$ cat config.mk
export PLATFORM = sky130hd
export DESIGN_NAME = wvd_sqrt_pipe
export DESIGN_NICKNAME = d
export VERILOG_FILES = /design/src/rtl/wvd_pkg.sv /design/src/rtl/wvd_sqrt_pipe.sv
export SDC_FILE = /design/constraint.sdc
export NUM_CORES = 1
export LEC_CHECK = 0
export ABC_AREA = 1
export BUFFER_PORTS_ARGS = -buffer_cell sky130_fd_sc_hd__buf_2
export CORE_MARGIN = 4
export CORE_UTILIZATION = 63
export CTS_CLUSTER_DIAMETER = 60
export DETAILED_ROUTE_END_ITERATION = 12
export PLACE_DENSITY = 0.79
export SETUP_SLACK_MARGIN = 0.02
export SLEW_MARGIN = 20
export SYNTH_ARGS = -nofsm -noshare
export SYNTH_HDL_FRONTEND = slang
export SYNTH_SLANG_ARGS = --single-unit
$ cat constraint.sdc
create_clock -name clk -period 2.07 [get_ports clk]
set_input_delay 0.1035 -clock clk [delete_from_list [all_inputs] [get_ports clk]]
set_output_delay 0.1035 -clock clk [all_outputs]
set_load 0.005 [all_outputs]
$ cat src/rtl/wvd_pkg.sv
// shared constants, types and helpers of the wave vector decompose pipeline
package wvd_pkg;

  // root bits of the square root pipe (32-bit radicand)
  localparam int WVD_ROOT_BITS = 16;
  // quotient bits of the divider pipe
  localparam int WVD_QUO_BITS  = 29;
  // floor(floor(2*pi * 2^28) / 4096), wavelength numerator once the q12 shift is folded in
  localparam logic [18:0] WVD_LEN_NUM = 19'd411774;
  localparam logic [15:0] WVD_UNIT_MAX = 16'd16384;
  localparam logic [16:0] WVD_PROD_MAX = 17'd32768;

  // per-item data that rides alongside the arithmetic pipes
  typedef struct packed {
    logic [15:0] ax;
    logic [15:0] ay;
    logic        sx;
    logic        sy;
    logic        zero;
  } wvd_side_t;

  // saturate a product magnitude
  function automatic logic [16:0] wvd_prod_clamp(input logic [16:0] m);
    wvd_prod_clamp = (m > WVD_PROD_MAX) ? WVD_PROD_MAX : m;
  endfunction

endpackage

$ cat src/rtl/wvd_sqrt_pipe.sv
// pipelined integer square root, one root bit per stage
module wvd_sqrt_pipe
  import wvd_pkg::*;
(
  input  logic        clk,
  input  logic [31:0] rad,
  output logic [15:0] root
);

  logic [31:0] rad_s  [1:WVD_ROOT_BITS];
  logic [16:0] rem_s  [1:WVD_ROOT_BITS];
  logic [15:0] root_s [1:WVD_ROOT_BITS];

  for (genvar i = 0; i < WVD_ROOT_BITS; i++) begin : g_stage
    logic [31:0] rad_in;
    logic [16:0] rem_in;
    logic [15:0] root_in;
    logic [18:0] rem_sh;
    logic [18:0] trial;
    logic        ge;

    if (i == 0) begin : g_first
      assign rad_in  = rad;
      assign rem_in  = '0;
      assign root_in = '0;
    end else begin : g_rest
      assign rad_in  = rad_s[i];
      assign rem_in  = rem_s[i];
      assign root_in = root_s[i];
    end

    assign rem_sh = {rem_in, rad_in[31:30]};
    assign trial  = {1'b0, root_in, 2'b01};
    assign ge     = (rem_sh >= trial);

    always_ff @(posedge clk) begin
      rad_s[i+1]  <= {rad_in[29:0], 2'b00};
      root_s[i+1] <= {root_in[14:0], ge};
      if (ge) begin
        rem_s[i+1] <= 17'(rem_sh - trial);
      end else begin
        rem_s[i+1] <= rem_sh[16:0];
      end
    end
  end

  assign root = root_s[WVD_ROOT_BITS];

endmodule

* Word-level counts from Yosys, hierarchy flattened
Memory sizes are Yosys's and may differ from the RTL's.
Cells that the tools add are included.
W data, S select, Z words.
** Storage, ports and cells
- Memories :: 3
- RAM bits :: 1008
- Flip-flop bits (word level) :: 0
- Output and inout bits :: 16
** Memories
- rad_s :: depth 16, width 30, read ports 15, clocked after Yosys merged registers in 0, wr ports 16, line wvd_sqrt_pipe.sv:10 : logic [31:0] rad_s [1:WVD_ROOT_BITS];
- rem_s :: depth 16, width 17, read ports 15, clocked after Yosys merged registers in 0, wr ports 16, line wvd_sqrt_pipe.sv:11 : logic [16:0] rem_s [1:WVD_ROOT_BITS];
- root_s :: depth 16, width 16, read ports 16, clocked after Yosys merged registers in 0, wr ports 16, line wvd_sqrt_pipe.sv:12 : logic [15:0] root_s [1:WVD_ROOT_BITS];
** Operators by class
- Bitwise operators :: 16
- Order comparisons :: 16
- Muxes and demuxes :: 64
- Add/sub/neg operators :: 16
** Operators by type and width (count)
- $ge A19 B18 Y1 :: 15
- $mux W17 :: 16
- $sub A17 B17 Y17 :: 15
- $mux W1 :: 48
- $or A1 B1 Y1 :: 16
- $sub A2 B1 Y3 const B :: 1
- $ge A2 B1 Y1 const B :: 1

* Depth between registers and ports, before layout
An unclocked memory read counts as a cell.
- Depth in word-level cells :: 5
- Depth in mapped cells :: 14
- Mapped depth without buffers :: 14

* Worst setup path after synthesis
No wires, ideal clock.
- Path kind :: reg2reg
- Start point :: register, netlist name root_s[0][66]
- End point :: register, netlist name rem_s[0][92]
- Arrival :: 1567 ps
- Cell stages (with the launch flop) :: 12
- Data required time :: 1955 ps
- Path slack :: 387 ps
- Setup time :: 115 ps
- Path through :: dfxtp_1 > inv_1 > ha_1 > a21oi_1 > nor2_1 > nor2_1 > nand2_1 > nor2_2 > nand2_1 > buf_4 > o21ai_0 > inv_1

==> metrics.md <==
| Metric | Value |
|---|---|
| Outcome | `completed` |
| Synth warnings | `0` |
| Largest cells by area after synthesis | `dfxtp_1, nand2_1, inv_1` |
| Mapped Cells | `about 3,400` |
| CTS sink count | `613` |
| HPWL Detailed | `46,200 µm` |
| Post-synth top area share | `0.473` |
| Max FO, Critical Path | `5` |
| Count of cells along the worst hold path | `2` |
| Max-cap viol count | `0` |
| Critical Path RT | `2.56 ns` |
| Routed WL | `63,300 µm` |
| Top cells by count, synth | `nand2_1, dfxtp_1, inv_1` |
| Average cell area after synthesis | `7.56 µm²` |
| Remaining Overflow, GRT | `0` |
| Largest net degree at the start of global routing | `20` |
| Worst slew pin tran | `0.572 ns` |
| Core Box Area | `40,700 µm²` |
| Reg2reg start | `root_s[0][203]` |
| Via density | `5.17` |
| CTS root buf | `clkbuf_16` |
| Crit path kind | `flop to flop` |
| Part of the cycle the worst path needs | `0.975` |
| Share of cells above drive strength 1 | `0.106` |
| Mapped Area | `26,000 µm²` |
| Global-route wire length before repair | `101,000 µm` |
| Die Footprint | `44,500 µm²` |
| Worst-path clk slew | `0.06 ns` |
| Die W | `roughly 210 µm` |
| Final hold viol count | `0` |
| Worst Setup End Kind | `flop` |
| WP data arrival | `about 2.5 ns` |
| Starting Density | `0.637` |
| NumNets Final | `3,820` |
| Wire per inst | `around 15 µm` |
| Synthesis-to-layout area growth | `16.8%` |
| Slew Viols, Final | `0` |
| Placed Area | `27,200 µm²` |
| Total GRT Usage | `0.274` |
| R2R setup slack | `between 0.05 and 0.06 ns` |
| # DRC | `0` |
| TritonCTS Buffers | `59` |
| I/O Pins | `49` |
| Post-synthesis sequential area ratio | `0.473` |
| Port bufs | `48` |
| Setup_tns | `0 ns` |
| # setup viols final | `0` |
| Fillcell total | `3,105` |
| FFs w/ async S/R, synth | `0` |
| Maximum clock frequency | `495 MHz` |
| Row count | `74` |
| Netlist cell types | `between 40 and 50` |
| Hold_sp | `rad[12]` |
| Lkg Pwr | `16.4 nW` |
| H-tree Lvls | `2` |
| Clk_lat worst skew | `0.60 ns` |
| Top FF cell, synth | `dfxtp_1` |
| Pwr dens | `1260 nW/µm²` |
| Hold path endpoint | `rad_s[0][42]` |
| EDFF count, synth | `0` |
| Min Clock Period, post-route | `2.02 ns` |
| Seq cells post-synth | `613` |
| Area leader, netlist | `dfxtp_1` |
| Die height | `211 µm` |
| Initial antenna violation count | `1` |
| RR Endpoint | `rem_s[0][222]` |
| RSZ-0062 raised after global routing | `true` |
| CTS max path bufs | `3` |
| Fin Clk Skew | `0.0130 ns` |
| Slew margin rel. | `0.616` |
| Worst reg-to-reg path cell count | `10` |
| Startpoint types | `flop` |
| Most frequent cell after synthesis | `nand2_1` |
| Min-delay worst type | `input port to flop` |
| DR iter-0 viols | `1,603` |
| Vias after detailed routing | `about 22,000` |
| CTS tree | `done` |
| Drt pass-1 iters | `5` |
| Number of global-route vias before repair | `21,300` |
| Worst VDD drop | `0.922 mV` |
| Routed Antenna Nets | `0` |
| Finished Cell Area | `30,300 µm²` |
| Syn nets | `3,616` |
| Worst Setup SP | `root_s[0][203]` |
| Routability cong. | `0.932` |
-- flip-flops by register name (all words and copies together), names as in the netlist --
signal,flops
root_s,136
rad_s,240
rem_s,237
-- through the flow --
step	hold slack, ns	instances	utilization	power, mW	worst slack, ns
detailed placement	0.208	4048	0.667	26.5	-0.0492
CTS	0.103	4190	0.725	37.6	0.0225
floorplan	0.131	3431	-	23.2	0.387
global placement	0.205	4048	0.667	26.3	-0.0792
global route	0.122	4216	0.744	40.6	-0.0573
finish	0.138	4216	0.744	38.2	0.0509
-- per-layer routing --
metal / vias up / global-route usage / share of wire
met1: 9903 / 0.330 / 0.41
li1: 11000 / - / -
met2: 686 / 0.499 / 0.50
met4: 0 / 0.106 / 0.040
met5: - / 0 / 0
met3: 186 / 0.0368 / 0.051
-- final cells by class --
cell class	count	area [µm²]	share of cell area
Sequential cell	613	12300	0.405
Multi-Input combinational cell	2174	11700	0.387
Inverter	619	2330	0.0770
Clock buffer	81	1690	0.0557
Timing Repair Buffer	167	1260	0.0415
Tap cell	532	666	0.0220
Clock inverter	28	339	0.0112
Timing Repair inverter	1	7.51	0.000248
Antenna cell	1	2.50	0.0000826
-- placed cells by master, fill, tap and decap left out, drive strengths merged, types with 43 or more instances in the layout --
master / synthesis / routed
inv: 619 / 621
o21ai: 73 / 73
buf: 31 / 134
nand3: 185 / 193
nor2: 214 / 214
nor3: 43 / 43
nand2: 1132 / 1132
ha: 152 / 152
a21oi: 115 / 115
dfxtp: 613 / 613
nand4: 102 / 102
clkbuf: 2 / 81
xor2: 57 / 57
-- timing repair --
item,in CTS,in global routing
pin swaps,2,17
hold endpoints to repair,33,0
gates resized for setup,5,105
hold buffers,33,0
setup buffers,0,16
gates cloned,0,9
setup endpoints to repair,29,191
-- kinds of logic (layout without fill, tap and decap cells) --
group                    count (synthesis)  in the layout  share of synthesized area
adder cells (fa/ha/maj)                152            152                     0.0733
XOR/XNOR                                83             83                     0.0280
buffers and inverters                  652            896                     0.0983
flip-flops                             613            613                      0.473
AO/OA/AOI/OAI                          201            201                     0.0407
AND/OR/NAND/NOR                       1729           1737                      0.287
other                                    1              2                   0.000144
-- worst max-delay path, cell delays in order (launching register included) --
cell and delay, ns:
dfxtp_1 0.37, inv_1 0.06, ha_1 0.38, nand2_2 0.11, inv_2 0.08, nand2_1 0.09, nor3_4 0.33, buf_4 0.18
nand3_2 0.12, nand4_1 0.13, nand2_1 0.06
-- worst max-delay path by stage --
stage	end	slack, ns	cells past startpoint
after floorplan	rem_s[0][92]	0.39	11
final	rem_s[0][222]	0.05	10
after global routing	rem_s[0][72]	-0.06	11
after detailed placement	rem_s[0][120]	-0.05	10
after CTS	rem_s[0][221]	0.02	9
after global placement	rem_s[0][120]	-0.08	10
-- report_power, final --
group / switching (mW) / internal, mW / total (mW)
registers: 1.81 / 14.1 / 15.9
clock network: 4.59 / 6.39 / 11.0
logic: 7.02 / 4.29 / 11.3
Power figures use the tool's default switching activity.
