===== src/rtl/wvd_pkg.sv =====
// shared constants, types and helpers of the wave vector decompose pipeline
package wvd_pkg;

  // root bits of the square root pipe (32-bit radicand)
  localparam int WVD_ROOT_BITS = 16;
  // quotient bits of the divider pipe
  localparam int WVD_QUO_BITS  = 29;
  // floor(floor(2*pi * 2^28) / 4096), wavelength numerator once the q12 shift is folded in
  localparam logic [18:0] WVD_LEN_NUM = 19'd411774;
  localparam logic [15:0] WVD_UNIT_MAX = 16'd16384;
  localparam logic [16:0] WVD_PROD_MAX = 17'd32768;

  // per-item data that rides alongside the arithmetic pipes
  typedef struct packed {
    logic [15:0] ax;
    logic [15:0] ay;
    logic        sx;
    logic        sy;
    logic        zero;
  } wvd_side_t;

  // saturate a product magnitude
  function automatic logic [16:0] wvd_prod_clamp(input logic [16:0] m);
    wvd_prod_clamp = (m > WVD_PROD_MAX) ? WVD_PROD_MAX : m;
  endfunction

endpackage


===== src/rtl/wvd_div_pipe.sv =====
// pipelined restoring divider, one quotient bit per stage
module wvd_div_pipe
  import wvd_pkg::*;
(
  input  logic        clk,
  input  logic [31:0] rem0,
  input  logic [28:0] low,
  input  logic [31:0] divisor,
  output logic [28:0] quo
);

  logic [31:0] rem_s [1:WVD_QUO_BITS];
  logic [28:0] low_s [1:WVD_QUO_BITS];
  logic [31:0] div_s [1:WVD_QUO_BITS];
  logic [28:0] quo_s [1:WVD_QUO_BITS];

  for (genvar i = 0; i < WVD_QUO_BITS; i++) begin : g_stage
    logic [31:0] rem_in;
    logic [28:0] low_in;
    logic [31:0] div_in;
    logic [28:0] quo_in;
    logic [32:0] rem_sh;
    logic [32:0] dv;
    logic        ge;

    if (i == 0) begin : g_first
      assign rem_in = rem0;
      assign low_in = low;
      assign div_in = divisor;
      assign quo_in = '0;
    end else begin : g_rest
      assign rem_in = rem_s[i];
      assign low_in = low_s[i];
      assign div_in = div_s[i];
      assign quo_in = quo_s[i];
    end

    assign rem_sh = {rem_in, low_in[28]};
    assign dv     = {1'b0, div_in};
    assign ge     = (rem_sh >= dv);

    always_ff @(posedge clk) begin
      low_s[i+1] <= {low_in[27:0], 1'b0};
      div_s[i+1] <= div_in;
      quo_s[i+1] <= {quo_in[27:0], ge};
      if (ge) begin
        rem_s[i+1] <= 32'(rem_sh - dv);
      end else begin
        rem_s[i+1] <= rem_sh[31:0];
      end
    end
  end

  assign quo = quo_s[WVD_QUO_BITS];

endmodule


===== config.mk =====
export PLATFORM = sky130hd
export DESIGN_NAME = wvd_div_pipe
export DESIGN_NICKNAME = d
export VERILOG_FILES = /design/src/rtl/wvd_pkg.sv /design/src/rtl/wvd_div_pipe.sv
export SDC_FILE = /design/constraint.sdc
export NUM_CORES = 2
export LEC_CHECK = 0
export ABC_CLOCK_PERIOD_IN_PS = 7400
export BUFFER_PORTS_ARGS = -buffer_cell sky130_fd_sc_hd__buf_2
export CORE_ASPECT_RATIO = 0.8
export CORE_MARGIN = 2
export CORE_UTILIZATION = 68
export CTS_BUF_LIST = sky130_fd_sc_hd__clkbuf_8 sky130_fd_sc_hd__clkbuf_16
export CTS_CLUSTER_SIZE = 30
export DETAILED_ROUTE_END_ITERATION = 8
export PLACE_DENSITY = 0.84
export SLEW_MARGIN = 30
export SYNTH_ARGS = -nofsm -noshare
export SYNTH_HDL_FRONTEND = slang
export SYNTH_SLANG_ARGS = --single-unit

===== constraint.sdc =====
create_clock -name clk -period 7.4 [get_ports clk]
set_input_delay 1.11 -clock clk [delete_from_list [all_inputs] [get_ports clk]]
set_output_delay 1.11 -clock clk [all_outputs]
set_load 0.03 [all_outputs]

# [Word-level counts from Yosys, hierarchy flattened]
# Memories as Yosys holds them, arrays and structs flattened.
# Cells that the tools add are included.
# W data, S select, Z words.
[word_totals] register_bits=0 latch_bits=0 mem_bits_rw=3509 rom_bits=0 output_inout_bits=29 word_cells=207 mem_count=4
[mem_list] name="div_s" depth=29 word_bits=32 rd=28 rd_clocked_by_memory_dff=0 write_ports=29 line="wvd_div_pipe.sv:14" source="logic [31:0] div_s [1:WVD_QUO_BITS];"
[mem_list] name="rem_s" depth=29 word_bits=32 rd=28 rd_clocked_by_memory_dff=0 write_ports=29 line="wvd_div_pipe.sv:12" source="logic [31:0] rem_s [1:WVD_QUO_BITS];"
[mem_list] name="quo_s" depth=29 word_bits=29 rd=29 rd_clocked_by_memory_dff=0 write_ports=29 line="wvd_div_pipe.sv:15" source="logic [28:0] quo_s [1:WVD_QUO_BITS];"
[mem_list] name="low_s" depth=29 word_bits=28 rd=28 rd_clocked_by_memory_dff=0 write_ports=29 line="wvd_div_pipe.sv:13" source="logic [28:0] low_s [1:WVD_QUO_BITS];"
[op_classes] addsub=29 n_mul=0 n_div=0 n_lt_le_gt_ge=29 n_eq_ne=0 shifts=0 mux=116 bitwise_logic=29 n_reduce_logical=0
[op_table] operator="$ge A33 B32 Y1" count=29
[op_table] operator="$mux W32" count=29
[op_table] operator="$sub A32 B32 Y32" count=29
[op_table] operator="$mux W1" count=87
[op_table] operator="$or A1 B1 Y1" count=29

# [Depth between registers and ports, before layout]
# An unclocked memory read counts as a cell.
[logic_depth] word_depth=5 ltp_mapped=16

# [Worst setup path before layout]
# OpenSTA, ideal clock, no wires.
[synth_path] path_kind="input -> register" start="input port divisor[2]" end="register, netlist name rem_s[0][36]" setup_ns=0.121 arrival_ns=3.782 required_time_ns=7.279 slack_ns=3.497 path_stages=13 path_buffers=1 path_cell_list="inv_1 ha_1 o21a_1 o31a_1 o21ai_0 a211oi_1 o21ai_0 a21o_1 o21ai_0 o311ai_0 a21oi_1 buf_2 mux2_2"
[synth_lines] element="from (decl)" line="wvd_div_pipe.sv:8" source="input logic [31:0] divisor,"

==> impl_metrics.json <==
{
  "slowest_delay_ns": 0.67,
  "start_util_pct": 68.7,
  "setup_violations": 0,
  "regArea_sq_mm": 0.0527,
  "timing.fmax_ghz": 0.220,
  "routed_wl_microns": 270000,
  "grt.overflow.total": 0,
  "port_buffers": 122,
  "status": "finished, final reports clean",
  "holdWs_ns": 0.312,
  "ant_nets": 0,
  "cts_buffers": 232,
  "ios": 123,
  "netlist_instances": 11629,
  "slew_headroom_pct": 33.4,
  "clk_path_buf_depth": 3,
  "syn-cell-area_sq_mm": 0.111,
  "cp.required_ns": 8.10,
  "cts_num_sinks": 2633,
  "layout_min_cycle_time_ns": 4.54,
  "r2r-start": "div_s[1][76]",
  "gp_congestion": 0.975,
  "core_area_sq_mm": 0.162,
  "critPathKind": "reg -> reg",
  "synth_nets": 12679,
  "vias": 82598,
  "ys_seq_elements": 2633,
  "rsz0062_at_grt": "false",
  "viasPerCell": 5.85,
  "p_leak_uw": 0.0569,
  "antenna_found_initial": 7,
  "grt_max_degree": 67,
  "ys.flop_type": "dfxtp_1",
  "cap_violations": 0,
  "cts.hold.buffers_added": 0,
  "finalClockSkew_ns": 0.0463,
  "slew_viol_final": 0,
  "arrival_ns": 5.24,
  "cts-root-buf": "clkbuf_16",
  "worst_hold_path.endpoint": "quo_s[0][358]",
  "fp.dieH_microns": 366,
  "cp_max_fo": 62,
  "ir_worst_vdd_uv": 405,
  "layout.nets": 12805,
  "grt_pass1_wl_microns": 428000,
  "endpoint_kind": "flop",
  "dpl.hpwl_microns": 205000,
  "p_per_area_mw_per_mm2": 525,
  "synthToLayoutAreaGrowth_pct": 9.82,
  "cts_tree": "built",
  "crit_chain": "inv_1 > ha_1 > nand4_1 > or2_2 > nand3_1 > a221o_1 > nand4_1 > nor4_1 > o32ai_4 > buf_4 > o21ai_0",
  "yosysSeqAreaShare_pct": 47.3,
  "die-area_sq_mm": 0.167,
  "hold_violations": 0,
  "n_fill_cell": 11253,
  "worstMarginPinSlew_ns": 0.986,
  "clk_pin_slew_ns": 0.07,
  "period_share_pct": 61.3,
  "grt_usage_pct": 31.5,
  "r2r_slack_ns": 2.86,
  "h-tree-depth": 4,
  "reg2reg_depth": 11,
  "critPathSlowestCell": "o21ai_0",
  "synth_edf_count": 0,
  "die_w_microns": 457,
  "num_rows": 132,
  "asyncSetResetFlopFracSynth_pct": 0,
  "worstSkewPairLatency_ns": 0.88,
  "synth_area_per_cell_sq_um": 9.59,
  "setup_tns_ns": 0,
  "ys_warn_count": 0,
  "min-delay-path-class": "reg -> reg",
  "grt_pass1_vias": 80884,
  "layout-drive-gt1-share_pct": 8.53,
  "drt-initial-drc-count": 7369,
  "worst_path_most_repeated_cell": "nand4_1",
  "worstHoldStart": "quo_s[0][328]",
  "crit_path_start_kind": "flop",
  "synth_cell_types": 105,
  "cts_setup_buffers": 0,
  "cts_resized": 0,
  "timing.rr.end": "rem_s[1][127]",
  "drt-wirelength-per-cell_microns": 19.2,
  "post-route-drc-count": 0,
  "multi_input_area_sq_mm": 0.0535,
  "hold_depth": 0,
  "first_pass_iters": 8
}
[worst max-delay path by stage]
stage	from	endpoint	slack, ns	cells after the start
2_1_floorplan	divisor[2]	rem_s[0][36]	3.50	13
3_3_place_gp	divisor[1]	rem_s[0][60]	2.30	14
3_5_place_dp	divisor[2]	rem_s[0][58]	2.14	14
4_1_cts	divisor[1]	rem_s[0][59]	3.02	14
5_1_grt	divisor[1]	rem_s[0][58]	2.59	14
6_report	div_s[1][76]	rem_s[1][127]	2.86	11
[where the power goes]
part | total, uW | internal (uW) | switching [uW]
sequential | 21300 | 18600 | 2690
combinational | 30200 | 13100 | 17200
clock | 12700 | 7160 | 5570
total | 64300 | 38800 | 25400
[kinds of logic after synthesis]
kind of cell	count (synthesis)	synth area share (%)
AO/OA/AOI/OAI	2956	16.4
flip-flops	2633	47.3
AND/OR/NAND/NOR	2508	10.6
buffers and inverters	1432	4.95
adder cells (fa/ha/maj)	956	10.9
XOR/XNOR	748	5.88
multiplexers	396	3.96
[per-layer routing]
layer / up-vias / wire [microns] / global-route usage (%)
met1: 38726 / 116000 / 40.8
met2: 2915 / 128000 / 53.6
met4: 4 / 8510 / 10.3
met3: 593 / 17700 / 5.17
met5: - / 26 / 0
li1: 40360 / - / -
[metrics by stage]
| step | instances | worst slack (ns) | power [uW] | util, % | cell area (sq um) |
|---|---|---|---|---|---|
| after floorplan | 11629 | 3.50 | 43500 | - | 111000 |
| after global placement | 13662 | 2.30 | 49900 | 70.2 | 114000 |
| after detailed placement | 13665 | 2.14 | 50800 | 70.3 | 114000 |
| after CTS | 14106 | 3.02 | 63900 | 75.4 | 122000 |
| after global routing | 14107 | 2.59 | 68500 | 75.4 | 122000 |
| final | 14108 | 2.86 | 64300 | 75.4 | 122000 |
[cell type report]
type | count | area share, %
repair buffers | 149 | 0.703
multi-input cells | 7564 | 43.7
diodes | 2 | 0.00409
inverters | 1175 | 3.60
well taps | 2144 | 2.19
clock buffers | 272 | 5.19
flip-flops and latches | 2633 | 43.0
clock inverters | 169 | 1.59
[sequential cells by signal (all words and copies together), names as in the netlist]
signal and flops:
div_s 896, rem_s 896, quo_s 435, low_s 406
[cells in the final DEF, fill, tap and decap left out, types with 149 or more instances in the layout]
cell,n
a21oi_1,1019
nand3_1,189
nor2_1,719
xnor2_1,444
clkbuf_16,232
ha_1,928
xor2_1,304
inv_1,1205
nand2_1,749
nor2b_1,152
a21o_1,434
nand4_1,149
dfxtp_1,2633
o21ai_0,684
mux2_2,364
[synth_stat cells, types with 31 or more instances]
master | count | area [sq um]
a211oi_1 | 68 | 510
mux2i_1 | 31 | 310
xnor2_1 | 444 | 3890
or3_1 | 42 | 263
nor2b_1 | 152 | 951
a21o_1 | 434 | 3260
xor2_1 | 304 | 2660
and3_1 | 72 | 450
dfxtp_1 | 2633 | 52700
a31oi_1 | 94 | 588
nand2_1 | 749 | 2810
nand2b_1 | 128 | 801
nor4_1 | 35 | 219
nand4_1 | 149 | 932
clkbuf_1 | 172 | 646
o21ai_0 | 685 | 3430
o31a_1 | 33 | 289
and2_1 | 47 | 294
o21bai_1 | 96 | 721
inv_1 | 1174 | 4410
nand3_1 | 190 | 951
mux2_2 | 364 | 4100
a21oi_1 | 1021 | 5110
ha_1 | 928 | 11600
o21a_1 | 116 | 871
o31ai_1 | 51 | 383
o211ai_1 | 43 | 323
nor3_1 | 125 | 626
buf_2 | 61 | 305
nor2_1 | 720 | 2700
[critical path: cells and delay by family, from the launching register on]
| family | cells | cell delay [ns] |
|---|---|---|
| adder cells (fa/ha/maj) | 1 | 0.35 |
| AND/OR/NAND/NOR | 5 | 1.88 |
| buffers and inverters | 2 | 0.41 |
| flip-flops | 1 | 0.39 |
| AO/OA/AOI/OAI | 3 | 1.29 |
(Power assumes the default switching activity.)
